**src/rtl/ocvm_pkg.sv**
```systemverilog
// Shared constants, types and a function for the omni chassis velocity mixer.
package ocvm_pkg;

	localparam int VelWidth    = 16;
	localparam int AngleWidth  = 16;
	localparam int StepWidth   = VelWidth - 1;
	localparam int OutWidth    = VelWidth + 2;
	localparam int CordicSteps = 16;
	localparam int IterWidth   = 4;
	localparam int CsWidth     = 32;
	localparam int InvGain     = 652032874;
	localparam int Sqrt2Q16    = 92682;
	localparam int QueueDepth  = 2;

	localparam logic [0:0] REG_STEP_XY  = 1'b0;
	localparam logic [0:0] REG_STEP_ROT = 1'b1;

	typedef enum logic [1:0] {
		ST_IDLE,
		ST_ITER,
		ST_ROT,
		ST_DONE
	} front_state_t;

	typedef enum logic [2:0] {
		BK_IDLE,
		BK_RAMP,
		BK_MIX,
		BK_SCALE,
		BK_OUT
	} back_state_t;

	// Chassis-frame request passed from front to back.
	typedef struct packed {
		logic signed [VelWidth-1:0] vx;
		logic signed [VelWidth-1:0] vy;
		logic signed [VelWidth-1:0] rot;
	} chassis_req_t;

	function automatic logic [31:0] atan_turn(input logic [IterWidth-1:0] i);
		logic [31:0] r;
		case (i)
			4'd0:  r = 32'h20000000;
			4'd1:  r = 32'h12E4051E;
			4'd2:  r = 32'h09FB385B;
			4'd3:  r = 32'h051111D4;
			4'd4:  r = 32'h028B0D43;
			4'd5:  r = 32'h0145D7E1;
			4'd6:  r = 32'h00A2F61E;
			4'd7:  r = 32'h00517C55;
			4'd8:  r = 32'h0028BE53;
			4'd9:  r = 32'h00145F2F;
			4'd10: r = 32'h000A2F98;
			4'd11: r = 32'h000517CC;
			4'd12: r = 32'h00028BE6;
			4'd13: r = 32'h000145F3;
			4'd14: r = 32'h0000A2FA;
			default: r = 32'h0000517D;
		endcase
		return r;
	endfunction

endpackage

```
**src/rtl/ocvm_back.sv**
```systemverilog
// Back: slew limiting against the previous tick and omni-wheel mixing.
module ocvm_back import ocvm_pkg::*; (
	input  logic                       clk,
	input  logic                       arst_n,
	input  logic                       cfg_we,
	input  logic [0:0]                 cfg_idx,
	input  logic [StepWidth-1:0]       cfg_data,
	input  logic                       req_valid,
	output logic                       req_ready,
	input  chassis_req_t               req,
	output logic                       m_tvalid,
	input  logic                       m_tready,
	output logic [4*OutWidth-1:0]      m_tdata
);

	back_state_t state_q, state_d;
	logic [StepWidth-1:0] step_xy_q, step_rot_q;
	logic signed [VelWidth-1:0] prev_vx_q, prev_vy_q, prev_rot_q;
	chassis_req_t req_q;
	logic signed [VelWidth:0] sum_q, dif_q;
	logic signed [OutWidth-1:0] ssum_q, sdif_q;
	logic signed [OutWidth-1:0] w1, w2, w3, w4;

	function automatic logic signed [VelWidth-1:0] ramp(
		input logic signed [VelWidth-1:0] t,
		input logic signed [VelWidth-1:0] last,
		input logic [StepWidth-1:0] st
	);
		logic signed [VelWidth+1:0] hi, lo, tt;
		hi = (VelWidth+2)'(last) + (VelWidth+2)'($signed({1'b0, st}));
		lo = (VelWidth+2)'(last) - (VelWidth+2)'($signed({1'b0, st}));
		tt = (VelWidth+2)'(t);
		if (tt > hi) tt = hi;
		else if (tt < lo) tt = lo;
		return tt[VelWidth-1:0];
	endfunction

	logic signed [VelWidth+18:0] ps, pd;
	assign ps = (VelWidth+19)'(sum_q) * (VelWidth+19)'(Sqrt2Q16) + (VelWidth+19)'(32768);
	assign pd = (VelWidth+19)'(dif_q) * (VelWidth+19)'(Sqrt2Q16) + (VelWidth+19)'(32768);

	always_comb begin
		state_d = state_q;
		unique case (state_q)
			BK_IDLE:  if (req_valid) state_d = BK_RAMP;
			BK_RAMP:  state_d = BK_MIX;
			BK_MIX:   state_d = BK_SCALE;
			BK_SCALE: state_d = BK_OUT;
			BK_OUT:   if (m_tready) state_d = BK_IDLE;
			default:  state_d = BK_IDLE;
		endcase
	end

	always_comb begin
		req_ready = (state_q == BK_IDLE);
		m_tvalid  = (state_q == BK_OUT);
	end

	always_ff @(posedge clk or negedge arst_n) begin
		if (!arst_n) begin
			state_q    <= BK_IDLE;
			step_xy_q  <= StepWidth'(256);
			step_rot_q <= StepWidth'(256);
			prev_vx_q  <= '0;
			prev_vy_q  <= '0;
			prev_rot_q <= '0;
		end else begin
			state_q <= state_d;
			if (cfg_we) begin
				unique case (cfg_idx)
					REG_STEP_XY:  step_xy_q  <= cfg_data;
					REG_STEP_ROT: step_rot_q <= cfg_data;
					default: ;
				endcase
			end
			if (state_q == BK_RAMP) begin
				prev_vx_q  <= ramp(req_q.vx, prev_vx_q, step_xy_q);
				prev_vy_q  <= ramp(req_q.vy, prev_vy_q, step_xy_q);
				prev_rot_q <= ramp(req_q.rot, prev_rot_q, step_rot_q);
			end
		end
	end

	always_ff @(posedge clk) begin
		if (req_valid && req_ready) req_q <= req;
		if (state_q == BK_MIX) begin
			sum_q <= (VelWidth+1)'(prev_vx_q) + (VelWidth+1)'(prev_vy_q);
			dif_q <= (VelWidth+1)'(prev_vx_q) - (VelWidth+1)'(prev_vy_q);
		end
		if (state_q == BK_SCALE) begin
			ssum_q <= ps[OutWidth+15:16];
			sdif_q <= pd[OutWidth+15:16];
		end
	end

	logic signed [OutWidth-1:0] rot_x;
	assign rot_x = OutWidth'(prev_rot_q);
	always_comb begin
		w1 = rot_x - sdif_q;
		w2 = rot_x - ssum_q;
		w3 = sdif_q + rot_x;
		w4 = ssum_q + rot_x;
	end

	assign m_tdata = {w4, w3, w2, w1};

endmodule

```
**config.mk**
```make
export PLATFORM = sky130hd
export DESIGN_NAME = ocvm_back
export DESIGN_NICKNAME = d
export VERILOG_FILES = /design/src/rtl/ocvm_pkg.sv /design/src/rtl/ocvm_back.sv
export SDC_FILE = /design/constraint.sdc
export NUM_CORES = 1
export LEC_CHECK = 0
export BUFFER_PORTS_ARGS = -buffer_cell sky130_fd_sc_hd__buf_2
export CAP_MARGIN = 20
export CORE_ASPECT_RATIO = 1.4
export CORE_MARGIN = 8
export CORE_UTILIZATION = 45
export CTS_BUF_LIST = sky130_fd_sc_hd__clkbuf_8
export DETAILED_ROUTE_END_ITERATION = 12
export GPL_TIMING_DRIVEN = 0
export PLACE_DENSITY = 0.71
export SYNTH_ARGS = -nofsm -noshare
export SYNTH_HDL_FRONTEND = slang
export SYNTH_SLANG_ARGS = --single-unit
```
**constraint.sdc**
```tcl
create_clock -name clk -period 15.1 [get_ports clk]
set_input_delay 1.51 -clock clk [delete_from_list [all_inputs] [get_ports clk]]
set_output_delay 1.51 -clock clk [all_outputs]
set_load 0.02 [all_outputs]
```
After elaboration in Yosys (flattened, before gate mapping)
Cells that the tools add are included.
{"block": "word_totals", "out_inout_bits": 74, "in_bits": 69, "register_bits": 199, "word_cells": 56}
{"block": "op_classes", "reduce_logical": 5, "n_eq_ne": 6, "addsub": 14, "n_lt_le_gt_ge": 6, "n_mul": 2, "bitwise": 1, "muxes": 9}
{"cell": "$mux 16", "count": 6}
{"cell": "$add 16x16->17", "count": 4}
{"cell": "$add 34x17->34 const B", "count": 2}
{"cell": "$sub 16x16->17", "count": 4}
{"cell": "$mul 17x17->33 const B", "count": 2}
{"cell": "$gt 16x17->1", "count": 3}
{"cell": "$lt 16x17->1", "count": 3}
{"cell": "$add 18x16->18", "count": 2}
{"cell": "$sub 16x18->18", "count": 2}
{"cell": "$pmux 3 s5", "count": 1}
{"cell": "$eq 3x2->1 const B", "count": 2}
{"cell": "$mux 3", "count": 2}
{"cell": "$reduce_and 2->1", "count": 3}
{"cell": "$eq 3x1->1 const B", "count": 1}
{"cell": "$eq 3x3->1 const B", "count": 1}
{"cell": "$logic_not 3->1", "count": 1}
{"cell": "$ne 2x1->1 const B", "count": 1}
{"cell": "$ne 2x2->1 const B", "count": 1}
{"cell": "$logic_and 1x1->1", "count": 1}
{"cell": "$not 1->1", "count": 1}

Longest topological paths before layout
{"block": "logic_depth", "depth_word": 4, "mapped_depth": 25, "ltp_nobuf": 25}

Least setup slack after synthesis
OpenSTA, ideal clock, no wires.
{"block": "synth_timing", "path_kind": "register to register", "startpoint": "reg sum_q[8]", "endpoint": "reg ssum_q[17] (data pin)", "arrival_ps": 6447, "t_required_ps": 14839, "path_slack_ps": 8392, "stages_incl_launch_ff": 23, "period_less_slack_ps": 6708, "setup_time_ps": 261, "n_path_buf": 1, "path_cell_list": "edfxtp_1 -> ha_1 -> inv_1 -> fa_1 -> fa_1 -> inv_1 -> fa_1 -> fa_1 -> inv_1 -> fa_1 -> inv_1 -> ha_1 -> clkbuf_1 -> nand3_1 -> or3_4 -> o21a_2 -> mux2i_1 -> a2111oi_4 -> nand2_2 -> or3_4 -> o31a_1 -> nor4_2 -> xnor2_1"}
{"block": "synth_between", "elab_chain_cells": 2}
{"item": "start: declaration", "line": "ocvm_back.sv:20", "source": "logic signed [VelWidth:0] sum_q, dif_q;"}
{"item": "start signal: assignment", "line": "ocvm_back.sv:87", "source": "sum_q <= (VelWidth+1)'(prev_vx_q) + (VelWidth+1)'(prev_vy_q);"}
{"item": "$mul 17x17->33", "line": "ocvm_back.sv:39", "source": "assign ps = (VelWidth+19)'(sum_q) * (VelWidth+19)'(Sqrt2Q16) + (VelWidth+19)'(32768);"}
{"item": "$add 34x17->34", "line": "ocvm_back.sv:39"}
{"item": "net ps[33]", "line": "ocvm_back.sv:38", "source": "logic signed [VelWidth+18:0] ps, pd;"}
{"item": "end signal: assignment", "line": "ocvm_back.sv:91", "source": "ssum_q <= ps[OutWidth+15:16];"}
{"item": "end: declaration", "line": "ocvm_back.sv:21", "source": "logic signed [OutWidth-1:0] ssum_q, sdif_q;"}
The timed path passes the listed nets, and every way through them passes these cells.
A chain may end at the register's enable or synchronous reset.

Worst setup path after layout
{"block": "layout_timing", "startpoint": "reg sum_q[0]", "endpoint": "reg ssum_q[17] (data pin)"}
Same word-level chain as after synthesis.

==> results.md <==
- Status: completed
- Final period util: 0.4892
- Final HPWL from detailed placement: just under 60000 um
- Fmax: ~0.14 GHz
- Placed Instances: between 4000 and 5000
- Sequential cell area: 0.005543 mm2
- Area growth from synthesis to layout: 8.077%
- Setup TNS: 0 ps
- I/O Buffers: about 140
- Async SR Flop Fraction: 0.4091
- FP Rows: approximately 110
- Final Hold Violating Endpoints: 0
- Worst Path Required: roughly 15000 ps
- Hold Buf Count CTS: 0
- Die X-Extent: roughly 230 um
- Vias in the first global route: 21820
- Top Ports: 143
- Layout cells sized above 1: 0.08600
- Buf/Inv on CP: 2
- Mean area per synthesized cell: roughly 9.1 um2
- H-Tree Depth: 4
- WP data arrival: between 7000 and 8000 ps
- # clock sinks: about 200
- Worst flop-to-flop path startpoint: sum_q[0]
- Total GRT Usage: 0.1876
- Synth Area in Compound Gates: 0.1409
- Initial antenna violation count: 1
- DR WL/cell: 16.31 um
- Post-layout minimum cycle time: 7387 ps
- Syn Inst Count: 3134
- Gr ovfl total: 0
- DP Worst Slack: 7713 ps
- First-pass GRT wire length: approximately 110000 um
- Reg clk slew, reported paths: between 100 and 150 ps
- Most common cell after layout, fill and taps aside: inv_1
- Area of the core: 0.06287 mm2
- RSZ-0062 raised after global routing: no
- HP Class: reg -> reg
- Delay-heaviest family, CP: adder cells
- Flops & latches, synth: just under 200
- YS warnings: 0
- Die Footprint: 0.07155 mm2
- Routability Congestion: 0.8894
- Fillers: slightly below 6000
- Root buf cell: clkbuf_8
- Multi-input gate area: around 0.020 mm2
- Worst Path Max Fanout: 10
- Largest net degree at the start of global routing: 54
- DR vias/cell: about 5.2
- Max stage delay on crit path: 740 ps
- Worst Hold Launch: step_rot_q[4]
- Worst path cell trace: ha_1 -> inv_1 -> fa_1 -> inv_1 -> ha_1 -> fa_1 -> fa_1 -> fa_1 -> ha_1 -> o2bb2ai_1 -> nor2_1 -> xnor2_1 -> ha_1 -> nand3_1 -> mux2i_1 -> nand3_1 -> nor3_1 -> nand3_1 -> or3_4 -> o31a_1 -> nor4_2 -> xnor2_1
- Chip height: between 300 and 400 um
- Critical path's slowest cell: edfxtp_1
- DR iter-0 viols: 1000
- Clk buf depth: 2
- Clock Latency Late Sink: approximately 530 ps
- Worst hold slack: between 500 and 600 ps
- DR DRC count: 0
- Largest family of logic cells by synthesized area: adder cells
- Worst Skew: around 24 ps
- Synth cell types: 102
- Normalized max-slew margin: 0.2965
- Synth Area in Simple Gates: 0.1059
- Sequential area share after synthesis: 0.1951
- Initial Utilization: 0.4519
- Resized Gates After CTS: 0
- Postcts setup bufs: 0
- Critical Path Sink Type: flip-flop
- CTS tree: done
- Number of synthesized flops with an enable pin: roughly 120
- Synth area leader: ha_1
- Crit path kind: reg -> reg
- Final #Nets: 4104
- Pins over their slew limit: 0
- DRT Pass-1 Iters: 5
- Primary FF master, synth: edfxtp_1
- Syn Nets: ~3900
- Setup violators final: 0
- Max-Cap Viols: 0
- Adder-cell share of the synthesized area: 0.3719
- Most frequent cells in the layout: inv_1, ha_1, a21oi_1, fa_1, nand2_1
- Worst-margin pin slew: 1055 ps
- Final cell count without fillers: just over 4000
- Post-Syn Area: between 0.02 and 0.03 mm2
- Via count: 21620
- Synth Area in XOR/XNOR: 0.07125
- CP Launch Point: sum_q[0]
- Post-synthesis mux area share: 0.02255
- Post-Route WL: around 68000 um
- TritonCTS buffer count: 17
- Setup WS post-layout: 7713 ps
- Remaining antenna violation count after routing: 0
- Share of the synthesized area in the top cell type: 0.2440
- Area contributors post-synth: ha_1, fa_1, edfxtp_1
- Crit start category: flip-flop
## path summary, 6_finish.rpt
kind                            endpoint  slack [ps]  cells after the start
max                           ssum_q[17]        7710                     22
min                        step_rot_q[4]         570                      1
max reg2reg                   ssum_q[17]        7710                     22
min reg2reg                step_rot_q[4]         570                      1
max in group asynchronous  step_rot_q[8]       13460                      2
min in group asynchronous   prev_vy_q[0]         930                      1
## logic make-up after synthesis
kind of cell | count (synthesis)
buffers and inverters | 691
AND/OR/NAND/NOR | 603
AO/OA/AOI/OAI | 618
multiplexers | 58
adder cells (fa/ha/maj) | 737
flip-flops | 198
XOR/XNOR | 229
## area by class of cell
class,count,share of cell area
well taps,832,0.03390
clock buffers,18,0.008068
inverters,620,0.07579
diodes,1,0.00008149
clock inverters,14,0.005338
multi-input cells,2245,0.6596
plain buffers,71,0.009698
repair buffers,148,0.02706
flip-flops and latches,198,0.1805
## synthesized netlist by cell type (24+ instances only)
master / count
inv_1: 619
ha_1: 554
a21oi_1: 180
fa_1: 180
nand2_1: 170
xnor2_1: 158
nor2_1: 154
o21ai_0: 150
edfxtp_1: 117
dfrtp_1: 79
xor2_1: 70
clkbuf_1: 61
mux2_2: 48
a21o_1: 42
nor2b_1: 39
nand3_1: 38
nand2b_1: 34
o21bai_1: 34
nor3_1: 29
and2_1: 25
o21a_1: 24
## metal layers
metal  vias to the layer above  wire (um)  GRT usage
met3                        98       2237    0.01984
met4                         0       2348    0.07215
met1                     10310      27980     0.2157
met5                         -          0          0
met2                       393      35060     0.3531
li1                      10820          -          -
## through the flow
step	util	cell area [um2]
after global placement	0.4798	30160
after detailed placement	0.4817	30290
after floorplan	-	28410
after CTS	0.4882	30700
final	0.4884	30710
after global routing	0.4884	30710
## flip-flops by register name, indices dropped and copies added (netlist names), 15 cells and up
signal and count:
step_xy_q 15, dif_q 16, sum_q 17, sdif_q 18, ssum_q 18, prev_vy_q 16, prev_rot_q 16, req_q 48
prev_vx_q 16, step_rot_q 15
Power is not shown: default switching activity piles up to over one toggle a cycle in this logic, so the estimate is an artifact.
