[config.mk]
export PLATFORM = sky130hd
export DESIGN_NAME = ocvm_queue
export DESIGN_NICKNAME = d
export VERILOG_FILES = /design/src/rtl/ocvm_pkg.sv /design/src/rtl/ocvm_queue.sv
export SDC_FILE = /design/constraint.sdc
export NUM_CORES = 1
export LEC_CHECK = 0
export BUFFER_PORTS_ARGS = -buffer_cell sky130_fd_sc_hd__buf_2
export CORE_MARGIN = 5
export CORE_UTILIZATION = 51
export DETAILED_ROUTE_END_ITERATION = 10
export GPL_TIMING_DRIVEN = 0
export MAX_ROUTING_LAYER = met4
export PLACE_DENSITY = 0.78
export SLEW_MARGIN = 30
export SYNTH_ARGS = -nofsm -noshare
export SYNTH_HDL_FRONTEND = slang
export SYNTH_SLANG_ARGS = --single-unit
export TNS_END_PERCENT = 1
[constraint.sdc]
create_clock -name clk -period 4 [get_ports clk]
set_input_delay 0.6 -clock clk [delete_from_list [all_inputs] [get_ports clk]]
set_output_delay 0.6 -clock clk [all_outputs]
set_load 0.02 [all_outputs]
[src/rtl/ocvm_pkg.sv]
// Shared constants, types and a function for the omni chassis velocity mixer.
package ocvm_pkg;

	localparam int VelWidth    = 16;
	localparam int AngleWidth  = 16;
	localparam int StepWidth   = VelWidth - 1;
	localparam int OutWidth    = VelWidth + 2;
	localparam int CordicSteps = 16;
	localparam int IterWidth   = 4;
	localparam int CsWidth     = 32;
	localparam int InvGain     = 652032874;
	localparam int Sqrt2Q16    = 92682;
	localparam int QueueDepth  = 2;

	localparam logic [0:0] REG_STEP_XY  = 1'b0;
	localparam logic [0:0] REG_STEP_ROT = 1'b1;

	typedef enum logic [1:0] {
		ST_IDLE,
		ST_ITER,
		ST_ROT,
		ST_DONE
	} front_state_t;

	typedef enum logic [2:0] {
		BK_IDLE,
		BK_RAMP,
		BK_MIX,
		BK_SCALE,
		BK_OUT
	} back_state_t;

	// Chassis-frame request passed from front to back.
	typedef struct packed {
		logic signed [VelWidth-1:0] vx;
		logic signed [VelWidth-1:0] vy;
		logic signed [VelWidth-1:0] rot;
	} chassis_req_t;

	function automatic logic [31:0] atan_turn(input logic [IterWidth-1:0] i);
		logic [31:0] r;
		case (i)
			4'd0:  r = 32'h20000000;
			4'd1:  r = 32'h12E4051E;
			4'd2:  r = 32'h09FB385B;
			4'd3:  r = 32'h051111D4;
			4'd4:  r = 32'h028B0D43;
			4'd5:  r = 32'h0145D7E1;
			4'd6:  r = 32'h00A2F61E;
			4'd7:  r = 32'h00517C55;
			4'd8:  r = 32'h0028BE53;
			4'd9:  r = 32'h00145F2F;
			4'd10: r = 32'h000A2F98;
			4'd11: r = 32'h000517CC;
			4'd12: r = 32'h00028BE6;
			4'd13: r = 32'h000145F3;
			4'd14: r = 32'h0000A2FA;
			default: r = 32'h0000517D;
		endcase
		return r;
	endfunction

endpackage

[src/rtl/ocvm_queue.sv]
// Short request queue between front and back.
module ocvm_queue import ocvm_pkg::*; (
	input  logic         clk,
	input  logic         arst_n,
	input  logic         in_valid,
	output logic         in_ready,
	input  chassis_req_t in_req,
	output logic         out_valid,
	input  logic         out_ready,
	output chassis_req_t out_req
);

	chassis_req_t mem_q [QueueDepth];
	logic [0:0] wr_q, rd_q;
	logic [1:0] cnt_q;

	assign in_ready  = (cnt_q != 2'(QueueDepth));
	assign out_valid = (cnt_q != 2'd0);
	assign out_req   = mem_q[rd_q];

	always_ff @(posedge clk or negedge arst_n) begin
		if (!arst_n) begin
			wr_q  <= '0;
			rd_q  <= '0;
			cnt_q <= '0;
		end else begin
			if (in_valid && in_ready) wr_q <= wr_q + 1'b1;
			if (out_valid && out_ready) rd_q <= rd_q + 1'b1;
			cnt_q <= cnt_q + 2'(in_valid && in_ready) - 2'(out_valid && out_ready);
		end
	end

	always_ff @(posedge clk) begin
		if (in_valid && in_ready) mem_q[wr_q] <= in_req;
	end

endmodule

* After elaboration in Yosys (flattened, before gate mapping)
Memory sizes are Yosys's and may differ from the RTL's. Index checks and enable logic that the tools add are counted.
Storage, ports and cells: memories 1, logic and storage cells 14, bits of input ports 52, bits in registers 4, bits in writable memories 96, output and inout bits 50
Operators by class: equality and inequality tests 1, $add $sub $neg 4, reductions and logical operators 3, multiplexer cells 2
Memory list:
- mem_q | depth 2, width 48, rd ports 1, clocked after Yosys merged registers in 0, write ports 1, line ocvm_queue.sv:13 | chassis_req_t mem_q [QueueDepth];
Operators with widths (number):
- $add 1x1->1 const B | 2
- $add 2x1->2 | 1
- $logic_and 1x1->1 | 2
- $mux 1 | 2
- $ne 2x2->1 const B | 1
- $reduce_bool 2->1 | 1
- $sub 2x1->2 | 1

* Logic depth before layout (Yosys ltp)
Gate-level depths: netlist of the first run.
depth in word-level cells 4, depth in mapped cells 5

* Worst setup path before layout of the first run
OpenSTA, ideal clock, no wires.
path kind reg-to-reg, from reg cnt_q[0], to mem mem_q[0][0] (netlist bit) (enable), library setup time 0.454 ns, required time 3.546 ns, arrival 2.820 ns, stages on the path, launching flop included 4, path slack 0.726 ns, cells stage by stage dfrtp_1 nand2b_1 nand2_1 nor2_1
On the way: word-level cells in the longest chain between the ends 4
RTL lines:
- start: declaration | line ocvm_queue.sv:15 | logic [1:0] cnt_q;
- start signal: assignment | line ocvm_queue.sv:29 | cnt_q <= cnt_q + 2'(in_valid && in_ready) - 2'(out_valid && out_ready);
- $ne 2x2->1 | line ocvm_queue.sv:17 | assign in_ready = (cnt_q != 2'(QueueDepth));
- net in_ready | line ocvm_queue.sv:6 | output logic in_ready,
- $logic_and 1x1->1 | line ocvm_queue.sv:34 | if (in_valid && in_ready) mem_q[wr_q] <= in_req;
- $mux 1 | line ocvm_queue.sv:34
- $mux 1 (implied by the code) | line ocvm_queue.sv:34
- end: declaration | line ocvm_queue.sv:13
The timed path passes the listed nets, and every way through them passes these cells.

==> flow_metrics.env, run 1 <==
export IMPL_p_int_w=0.00220
export IMPL_grt_pass1_vias=2018
export IMPL_yosys_warnings=0
export IMPL_ys_async_sr_fraction_pct=4.00
export IMPL_hpwl_um=4410
export IMPL_rows=31
export IMPL_ant_nets=0
export IMPL_use_met3_pct=3.00
export IMPL_hold_class="input port to asynchronous set/reset pin"
export IMPL_switching_share_pct=33.7
export IMPL_antenna_found_initial=0
export IMPL_ys_ff_latch=100
export IMPL_leakage_nw=1.75
export IMPL_remaining_drc_errors=0
export IMPL_start_util_pct=51.8
export IMPL_drt_pass1_iter_count=4
export IMPL_globalRouteMet1Util_pct=16.9
export IMPL_synth_seq_area_share_pct=80.3
export IMPL_synth_cells=171
export IMPL_ctsResizeCount=0
export IMPL_timing_rr_start="cnt_q[0]"
export IMPL_total_power_w=0.00331
export IMPL_period_needed_ps=2260
export IMPL_maxSlewHeadroom_pct=74.2
export IMPL_routed_wl_um=6220
export IMPL_numCtsBuffers=9
export IMPL_worstSetupEndpoint="out_req[24]"
export IMPL_synth_top_area_cell="edfxtp_1"
export IMPL_r2r_end="mem_q[0][8]"
export IMPL_p_per_area_mw_per_mm2=719
export IMPL_ys_flop_type="edfxtp_1"
export IMPL_ys_types=20
export IMPL_drt_initial_drc_count=68
export IMPL_die_h_um=95.3
export IMPL_cts_root_buffer="clkbuf_8"
export IMPL_whs_ps=46.2
export IMPL_fin_worst_skew_ps=7.60
export IMPL_post_cts_buffers=0
export IMPL_crit_chain="buf_4 > buf_6 > mux2_4 > buf_2"
export IMPL_io_buffer_count=101
export IMPL_worstMarginPinSlew_ps=386
export IMPL_ir_drop_mv=0.375
export IMPL_grt_first_pass_wirelength_um=9410
export IMPL_cp_required_ps=3400
export IMPL_synthTopCellsByArea="edfxtp_1, mux2_2, mux2_4"
export IMPL_gp_congestion=0.729
export IMPL_critical_path_arrival_ps=1660
export IMPL_crit_type="flip-flop to output port"
export IMPL_fin_nets=339
export IMPL_cap_violations=0
export IMPL_routed_via_density=4.85
export IMPL_avgRoutedWirePerCell_um=15.9
export IMPL_synth_edff_count=96
export IMPL_rsz0062_at_grt="no"
export IMPL_slowest_delay_ps=410
export IMPL_area_growth_pct=24.0
export IMPL_die_area_mm2=0.00909
export IMPL_grt_start_max_net_pins=27
export IMPL_cts_max_level=3
export IMPL_insertedDiodeCount=0
export IMPL_synthMostInstantiatedCell="edfxtp_1"
export IMPL_comb_power_share_pct=37.7
export IMPL_clk_pin_slew_worst_paths_ps=90
export IMPL_yosys_top_cells_count="edfxtp_1, mux2_2, mux2_4, dfrtp_1"
export IMPL_vias=1890
export IMPL_cts_tree="yes"
export IMPL_cp_slowest_cell="dfrtp_1"
export IMPL_cts_hold_buffers=0
export IMPL_p_sw_w=0.00111
export IMPL_grtUsageMet2_pct=24.7
export IMPL_drive_above_1_share_pct=60.1
export IMPL_clock_sinks=100
export IMPL_fin_crit_sh_pct=56.4
export IMPL_top_usage_layer="met2"
export IMPL_clock_latency_ps=350
export IMPL_finalSetupViolCount=0
export IMPL_finalHoldViolations=0
export IMPL_reg2reg_depth=4
export IMPL_crit_fanout=10
export IMPL_gr_total_overflow=0
export IMPL_status="finished, final reports clean"
export IMPL_die_w_um=95.3
export IMPL_cp_end_kind="output port"
export IMPL_grt_total_usage_pct=14.6
export IMPL_r2r_setup_slack_ps=2410
export IMPL_fmax_ghz=0.443
export IMPL_clkPwrFrac_pct=16.9
export IMPL_io_pins=102
export IMPL_syn_area_mm2=0.00371
export IMPL_coreArea_mm2=0.00718
export IMPL_synth_top_area_share_pct=77.6
export IMPL_postSynthAreaPerCell_um2=21.7
export IMPL_seqPwrFrac_pct=45.4
export IMPL_startpoint="rd_q"
export IMPL_cts_max_path_buffers=2
export IMPL_mappedNetlistNets=224
export IMPL_startpoint_type="flip-flop"
export IMPL_drv_slew=0
-- per-layer routing --
layer,wire length [µm],share of wire (%)
met1,2480,40
met2,3180,51
met3,449,7.2
met4,110,1.8
met5,0,0
-- flip-flops by register name, summed over array words and instances (netlist names) --
register and flops:
rd_q 1, cnt_q 2, mem_q 96, wr_q 1
-- cells in the final DEF, fill, tap and decap left out, drive strengths merged, types with 2 or more instances in the layout --
cell	Yosys	final
clkinv	0	2
clkinvlp	0	3
nor2	3	3
xnor2	3	3
clkbuf	0	9
nand2	2	2
mux2	48	48
buf	5	109
inv	0	2
edfxtp	96	96
dfrtp	4	4
-- kinds of logic (layout without fill, tap and decap cells) --
logic type | count (synthesis) | in the layout | synth area share [%]
simple gates | 10 | 10 | 1.31
compound gates | 4 | 4 | 0.842
flops | 100 | 100 | 80.3
mux | 48 | 48 | 15.6
fa+ha+maj | 1 | 1 | 0.337
xor+xnor | 3 | 3 | 0.708
buf+inv | 5 | 125 | 0.910
-- stage by stage --
| step | instance area (µm²) | util (%) | setup WS [ps] | cells | setup TNS, ps |
|---|---|---|---|---|---|
| global placement | 4340 | 60.5 | -356 | 371 | -17030 |
| global route | 4610 | 64.2 | 1610 | 390 | 0 |
| finish | 4610 | 64.2 | 1740 | 390 | 0 |
| detailed placement | 4430 | 61.7 | 2090 | 374 | 0 |
| CTS | 4610 | 64.2 | 1690 | 390 | 0 |
| floorplan | 3710 | - | 726 | 171 | 0 |
-- critical path: cells and delay by family, from the launching register on --
kind	cells	cell delay, ps
buffers and inverters	3	590
flip-flops	1	410
multiplexers	1	320
-- power by group through the flow --
stage / Clock, W / Combinational [W] / Sequential [W]
2_1_floorplan: 0 / 0.000860 / 0.00151
3_3_place_gp: 0 / 0.00119 / 0.00153
3_5_place_dp: 0 / 0.00128 / 0.00153
4_1_cts: 0.000580 / 0.00128 / 0.00151
5_1_grt: 0.000635 / 0.00134 / 0.00152
6_report: 0.000561 / 0.00125 / 0.00150
-- worst min path at each step --
stage | endpoint | start | slack (ps) | cells after the start
6_report | wr_q | arst_n | 50 | 1
5_1_grt | cnt_q[1] | arst_n | 30 | 1
4_1_cts | cnt_q[1] | arst_n | 30 | 1
3_5_place_dp | wr_q | arst_n | 410 | 1
3_3_place_gp | wr_q | arst_n | 410 | 1
2_1_floorplan | cnt_q[0] | arst_n | 300 | 0
-- area by class of cell --
cell class | instances | area (µm²)
repair buffers | 104 | 581
fillers | 539 | 2570
plain buffers | 5 | 33.8
flip-flops and latches | 100 | 2980
clock inverters | 7 | 51.3
well taps | 99 | 124
multi-input cells | 66 | 709
clock buffers | 9 | 124
(Power assumes the default switching activity.)
==> run 2, diff against run 1 <==
==> constraint.sdc (replaced) <==
create_clock -name clk -period 2.1 [get_ports clk]
set_input_delay 0.315 -clock clk [delete_from_list [all_inputs] [get_ports clk]]
set_output_delay 0.315 -clock clk [all_outputs]
set_load 0.02 [all_outputs]
==> run 2 against run 1 <==
- sequential power grew 91%
- non-clock buffer count grew 1
- critical path type unchanged
- worst hold slack gained 100 ps
- clock skew shrank 1.4 ps
- setup slack lost 1600 ps
- power grew 97%
==> flow_metrics.env, run 2 (synthesis gave the netlist of run 1 again) <==
export IMPL_status="finished, final reports clean"
export IMPL_maxSlewHeadroom_pct=74.9
export IMPL_gr_total_overflow=0
export IMPL_avgRoutedWirePerCell_um=16.4
export IMPL_fin_worst_skew_ps=6.20
export IMPL_io_pins=102
export IMPL_fin_crit_sh_pct=91.6
export IMPL_fin_nets=340
export IMPL_final_common_cell="buf_2"
export IMPL_reg2reg_depth=4
export IMPL_cts_max_path_buffers=2
export IMPL_final_core_util_pct=64.9
export IMPL_rows=31
export IMPL_seqCellArea_mm2=0.00298
export IMPL_cts_max_level=3
export IMPL_die_h_um=95.3
export IMPL_ctsResizeCount=0
export IMPL_leakage_nw=1.78
export IMPL_numCtsBuffers=9
export IMPL_routed_wl_um=6390
export IMPL_grt_pass1_vias=2103
export IMPL_vias=1929
export IMPL_period_needed_ps=1920
export IMPL_final_cell_mix="buf_2, edfxtp_1, mux2_2"
export IMPL_finalHoldViolations=0
export IMPL_startpoint="rd_q"
export IMPL_total_power_w=0.00652
export IMPL_remaining_drc_errors=0
export IMPL_cap_violations=0
export IMPL_multiInputGateArea_um2=709
export IMPL_grt_first_pass_wirelength_um=9750
export IMPL_antenna_found_initial=0
export IMPL_cp_end_kind="output port"
export IMPL_worstSetupEndpoint="out_req[24]"
export IMPL_cts_root_buffer="clkbuf_8"
export IMPL_critical_path_arrival_ps=1610
export IMPL_r2r_setup_slack_ps=460
export IMPL_grt_total_usage_pct=14.8
export IMPL_post_cts_buffers=0
export IMPL_largest_reg_flops=96
export IMPL_insertedDiodeCount=0
export IMPL_io_buffer_count=101
export IMPL_start_util_pct=51.8
export IMPL_crit_fanout=10
export IMPL_grt_start_max_net_pins=27
export IMPL_routed_via_density=4.93
export IMPL_crit_type="flip-flop to output port"
export IMPL_clock_latency_ps=340
export IMPL_nFillCells=516
export IMPL_fmax_ghz=0.520
export IMPL_coreArea_mm2=0.00718
export IMPL_cp_required_ps=1780
export IMPL_cts_tree="yes"
export IMPL_die_w_um=95.3
export IMPL_timing_rr_start="cnt_q[0]"
export IMPL_ant_nets=0
export IMPL_drive_above_1_share_pct=59.9
export IMPL_r2r_end="mem_q[0][22]"
export IMPL_die_area_mm2=0.00909
export IMPL_p_per_area_mw_per_mm2=1400
export IMPL_drv_slew=0
export IMPL_drt_pass1_iter_count=5
export IMPL_drt_initial_drc_count=50
export IMPL_regMostFlops="mem_q"
export IMPL_hpwl_um=4570
export IMPL_finalSetupViolCount=0
export IMPL_hold_class="input port to flip-flop"
export IMPL_startpoint_type="flip-flop"
export IMPL_clk_pin_slew_worst_paths_ps=90
export IMPL_rsz0062_at_grt="no"
export IMPL_worstMarginPinSlew_ps=376
export IMPL_ir_drop_mv=0.746
export IMPL_clock_sinks=100
export IMPL_gp_congestion=0.680
export IMPL_area_growth_pct=25.4
export IMPL_largestRegisters="mem_q (96), cnt_q (2)"
run 2: cell types whose count changed in the layout (fill, tap and decap cells not counted):
cell / delta
bufinv_16: +2
dlygate4sd3_1: +1
inv_6: -1
inv_8: -1
run 2: what timing repair did:
item | in CTS | in global routing
hold buffers | 1 | 0
endpoints found under the setup margin | 0 | 0
hold endpoints to repair | 4 | 0
run 2: worst max-delay path: stages, from the launching register on:
cell	delay (ps)
dfrtp_1	390
buf_4	210
buf_6	190
mux2_4	310
buf_2	160
run 2: layout make-up:
class                   count  share of cell area [%]
repair buffers            105                    12.7
well taps                  99                    2.66
multi-input cells          66                    15.2
flip-flops and latches    100                    64.1
plain buffers               5                   0.726
clock inverters             7                    1.96
clock buffers               9                    2.66
run 2: worst min-delay path by stage:
stage                     from  depth (start not counted)  slack, ps      endpoint
finish              in_req[12]                          1        150  mem_q[0][12]
global route        in_req[15]                          1        130  mem_q[0][15]
CTS                 in_req[12]                          1        130  mem_q[0][12]
detailed placement      arst_n                          1        130      cnt_q[1]
global placement        arst_n                          1        130      cnt_q[0]
floorplan               arst_n                          0         20      cnt_q[0]
run 2: stage by stage:
step	hold WS [ps]	cell area, µm²	worst slack [ps]	setup TNS (ps)	instances
detailed placement	128	4430	453	0	374
global route	129	4660	69.8	0	391
CTS	135	4660	124	0	391
floorplan	19.4	3720	-225	-10820	171
finish	151	4660	177	0	391
global placement	130	4350	-672	-36250	371
run 2: power by group:
group          internal, W  leakage (nW)  switching [W]
logic              0.00103         0.737        0.00137
clock network     0.000664        0.0989       0.000604
registers          0.00272         0.941       0.000136
total              0.00441          1.78        0.00211
run 2: metal layers:
metal | global-route usage [%] | vias to the layer above | wire length (µm)
met2 | 25.1 | 75 | 3310
li1 | - | 911 | -
met4 | 5.41 | 0 | 56
met1 | 17.1 | 936 | 2570
met3 | 3.39 | 7 | 461
met5 | - | - | 0
==> run 3, diff against run 2 <==
--- a/config.mk
+++ b/config.mk
@@ -10,7 +10,6 @@
 export CORE_UTILIZATION = 51
 export DETAILED_ROUTE_END_ITERATION = 10
 export GPL_TIMING_DRIVEN = 0
-export MAX_ROUTING_LAYER = met4
 export PLACE_DENSITY = 0.78
 export SLEW_MARGIN = 30
 export SYNTH_ARGS = -nofsm -noshare
==> run 3 against run 2 <==
- final area did not move
- first-iteration DRC count is 10% higher
- maximum frequency is essentially flat
- highest routed layer unchanged
==> flow_metrics.env, run 3 (synthesis gave the netlist of run 1 again) <==
export IMPL_cts_root_buffer="clkbuf_8"
export IMPL_antenna_found_initial=0
export IMPL_finalHoldViolations=0
export IMPL_die_h_um=95.3
export IMPL_setup_ws_ps=179
export IMPL_cap_violations=0
export IMPL_final_common_cell="buf_2"
export IMPL_final_core_util_pct=64.9
export IMPL_leakage_nw=1.78
export IMPL_status="finished, final reports clean"
export IMPL_cp_required_ps=1780
export IMPL_die_area_mm2=0.00909
export IMPL_area_growth_pct=25.4
export IMPL_avgRoutedWirePerCell_um=16.3
export IMPL_gp_congestion=0.674
export IMPL_drive_above_1_share_pct=59.9
export IMPL_clock_sinks=100
export IMPL_cp_end_kind="output port"
export IMPL_critical_path_arrival_ps=1610
export IMPL_ant_nets=0
export IMPL_maxSlewHeadroom_pct=75.1
export IMPL_die_w_um=95.3
export IMPL_insertedDiodeCount=0
export IMPL_finalSetupViolCount=0
export IMPL_cts_tree="yes"
export IMPL_post_cts_buffers=0
export IMPL_coreArea_mm2=0.00718
export IMPL_cts_max_path_buffers=2
export IMPL_clock_latency_ps=340
export IMPL_start_util_pct=51.8
export IMPL_nFillCells=516
export IMPL_hpwl_um=4570
export IMPL_stdcell_area_mm2=0.00466
export IMPL_worstMarginPinSlew_ps=373
export IMPL_cpLargestDelayFamily="buffers and inverters"
export IMPL_gr_total_overflow=0
export IMPL_drt_pass1_iter_count=6
export IMPL_regMostFlops="mem_q"
export IMPL_fin_worst_skew_ps=6.43
export IMPL_io_buffer_count=101
export IMPL_place_ws_ps=453
export IMPL_hold_class="input port to flip-flop"
export IMPL_placed_area_mm2=0.00443
export IMPL_grt_first_pass_wirelength_um=9760
export IMPL_fin_nets=340
export IMPL_fin_crit_sh_pct=91.5
export IMPL_ir_drop_mv=0.737
export IMPL_final_cell_mix="buf_2, edfxtp_1, mux2_2"
export IMPL_grt_total_usage_pct=14.3
export IMPL_crit_chain="buf_4 > buf_6 > mux2_4 > buf_2"
export IMPL_remaining_drc_errors=0
export IMPL_cp_slowest_cell="dfrtp_1"
export IMPL_rsz0062_at_grt="no"
export IMPL_fmax_ghz=0.520
export IMPL_rows=31
export IMPL_largestRegisters="mem_q (96), cnt_q (2)"
export IMPL_routed_via_density=4.90
export IMPL_routed_wl_um=6360
export IMPL_grt_pass1_vias=2116
export IMPL_vias=1917
export IMPL_numCtsBuffers=9
export IMPL_crit_type="flip-flop to output port"
export IMPL_io_pins=102
export IMPL_p_per_area_mw_per_mm2=1400
export IMPL_slowest_delay_ps=390
export IMPL_cts_max_level=3
export IMPL_drt_initial_drc_count=55
export IMPL_largest_reg_flops=96
export IMPL_startpoint_type="flip-flop"
export IMPL_fin_cells=391
export IMPL_period_needed_ps=1920
export IMPL_crit_fanout=10
export IMPL_grt_start_max_net_pins=27
export IMPL_clk_pin_slew_worst_paths_ps=90
export IMPL_drv_slew=0
export IMPL_placed_cells=374
export IMPL_path_buf_inv=3
run 3: final cells by class:
cell class | count | area (µm²) | share of cell area [%]
multi-input cells | 66 | 709 | 15.2
well taps | 99 | 124 | 2.66
flip-flops and latches | 100 | 2980 | 64.1
repair buffers | 105 | 591 | 12.7
clock buffers | 9 | 124 | 2.66
plain buffers | 5 | 33.8 | 0.726
clock inverters | 7 | 91.3 | 1.96
run 3: report_power, final:
group	switching, W	leakage [nW]	internal, W	total, W
Sequential	0.000136	0.941	0.00272	0.00286
Combinational	0.00137	0.737	0.00103	0.00240
Clock	0.000599	0.0989	0.000664	0.00126
run 3: per-layer routing:
layer	global-route usage [%]	up-vias	share of wire [%]
li1	-	908	-
met4	5.41	0	0.85
met3	4.03	5	6.9
met2	25.1	64	52
met5	0	-	0
met1	16.6	940	40
run 3: metrics by stage:
| stage | hold slack [ps] | power (W) | TNS, ps |
|---|---|---|---|
| after floorplan | 19.4 | 0.00452 | -10820 |
| after global placement | 130 | 0.00519 | -36250 |
| after detailed placement | 128 | 0.00535 | 0 |
| after CTS | 135 | 0.00662 | 0 |
| after global routing | 131 | 0.00687 | 0 |
| final | 153 | 0.00652 | 0 |
run 3: final timing paths:
kind | from | to | slack [ps] | cells after the start
max | rd_q | out_req[24] | 180 | 4
min | in_req[16] | mem_q[1][16] | 150 | 1
max reg2reg | cnt_q[0] | mem_q[0][22] | 460 | 4
min reg2reg | wr_q | wr_q | 570 | 1
max in group asynchronous | arst_n | rd_q | 1670 | 2
min in group asynchronous | arst_n | cnt_q[0] | 310 | 2
run 3: what timing repair did:
item / in CTS / in global routing
hold endpoints to repair: 4 / 0
gates resized for setup: 0 / 0
endpoints found under the setup margin: 0 / 0
hold buffers: 1 / 0
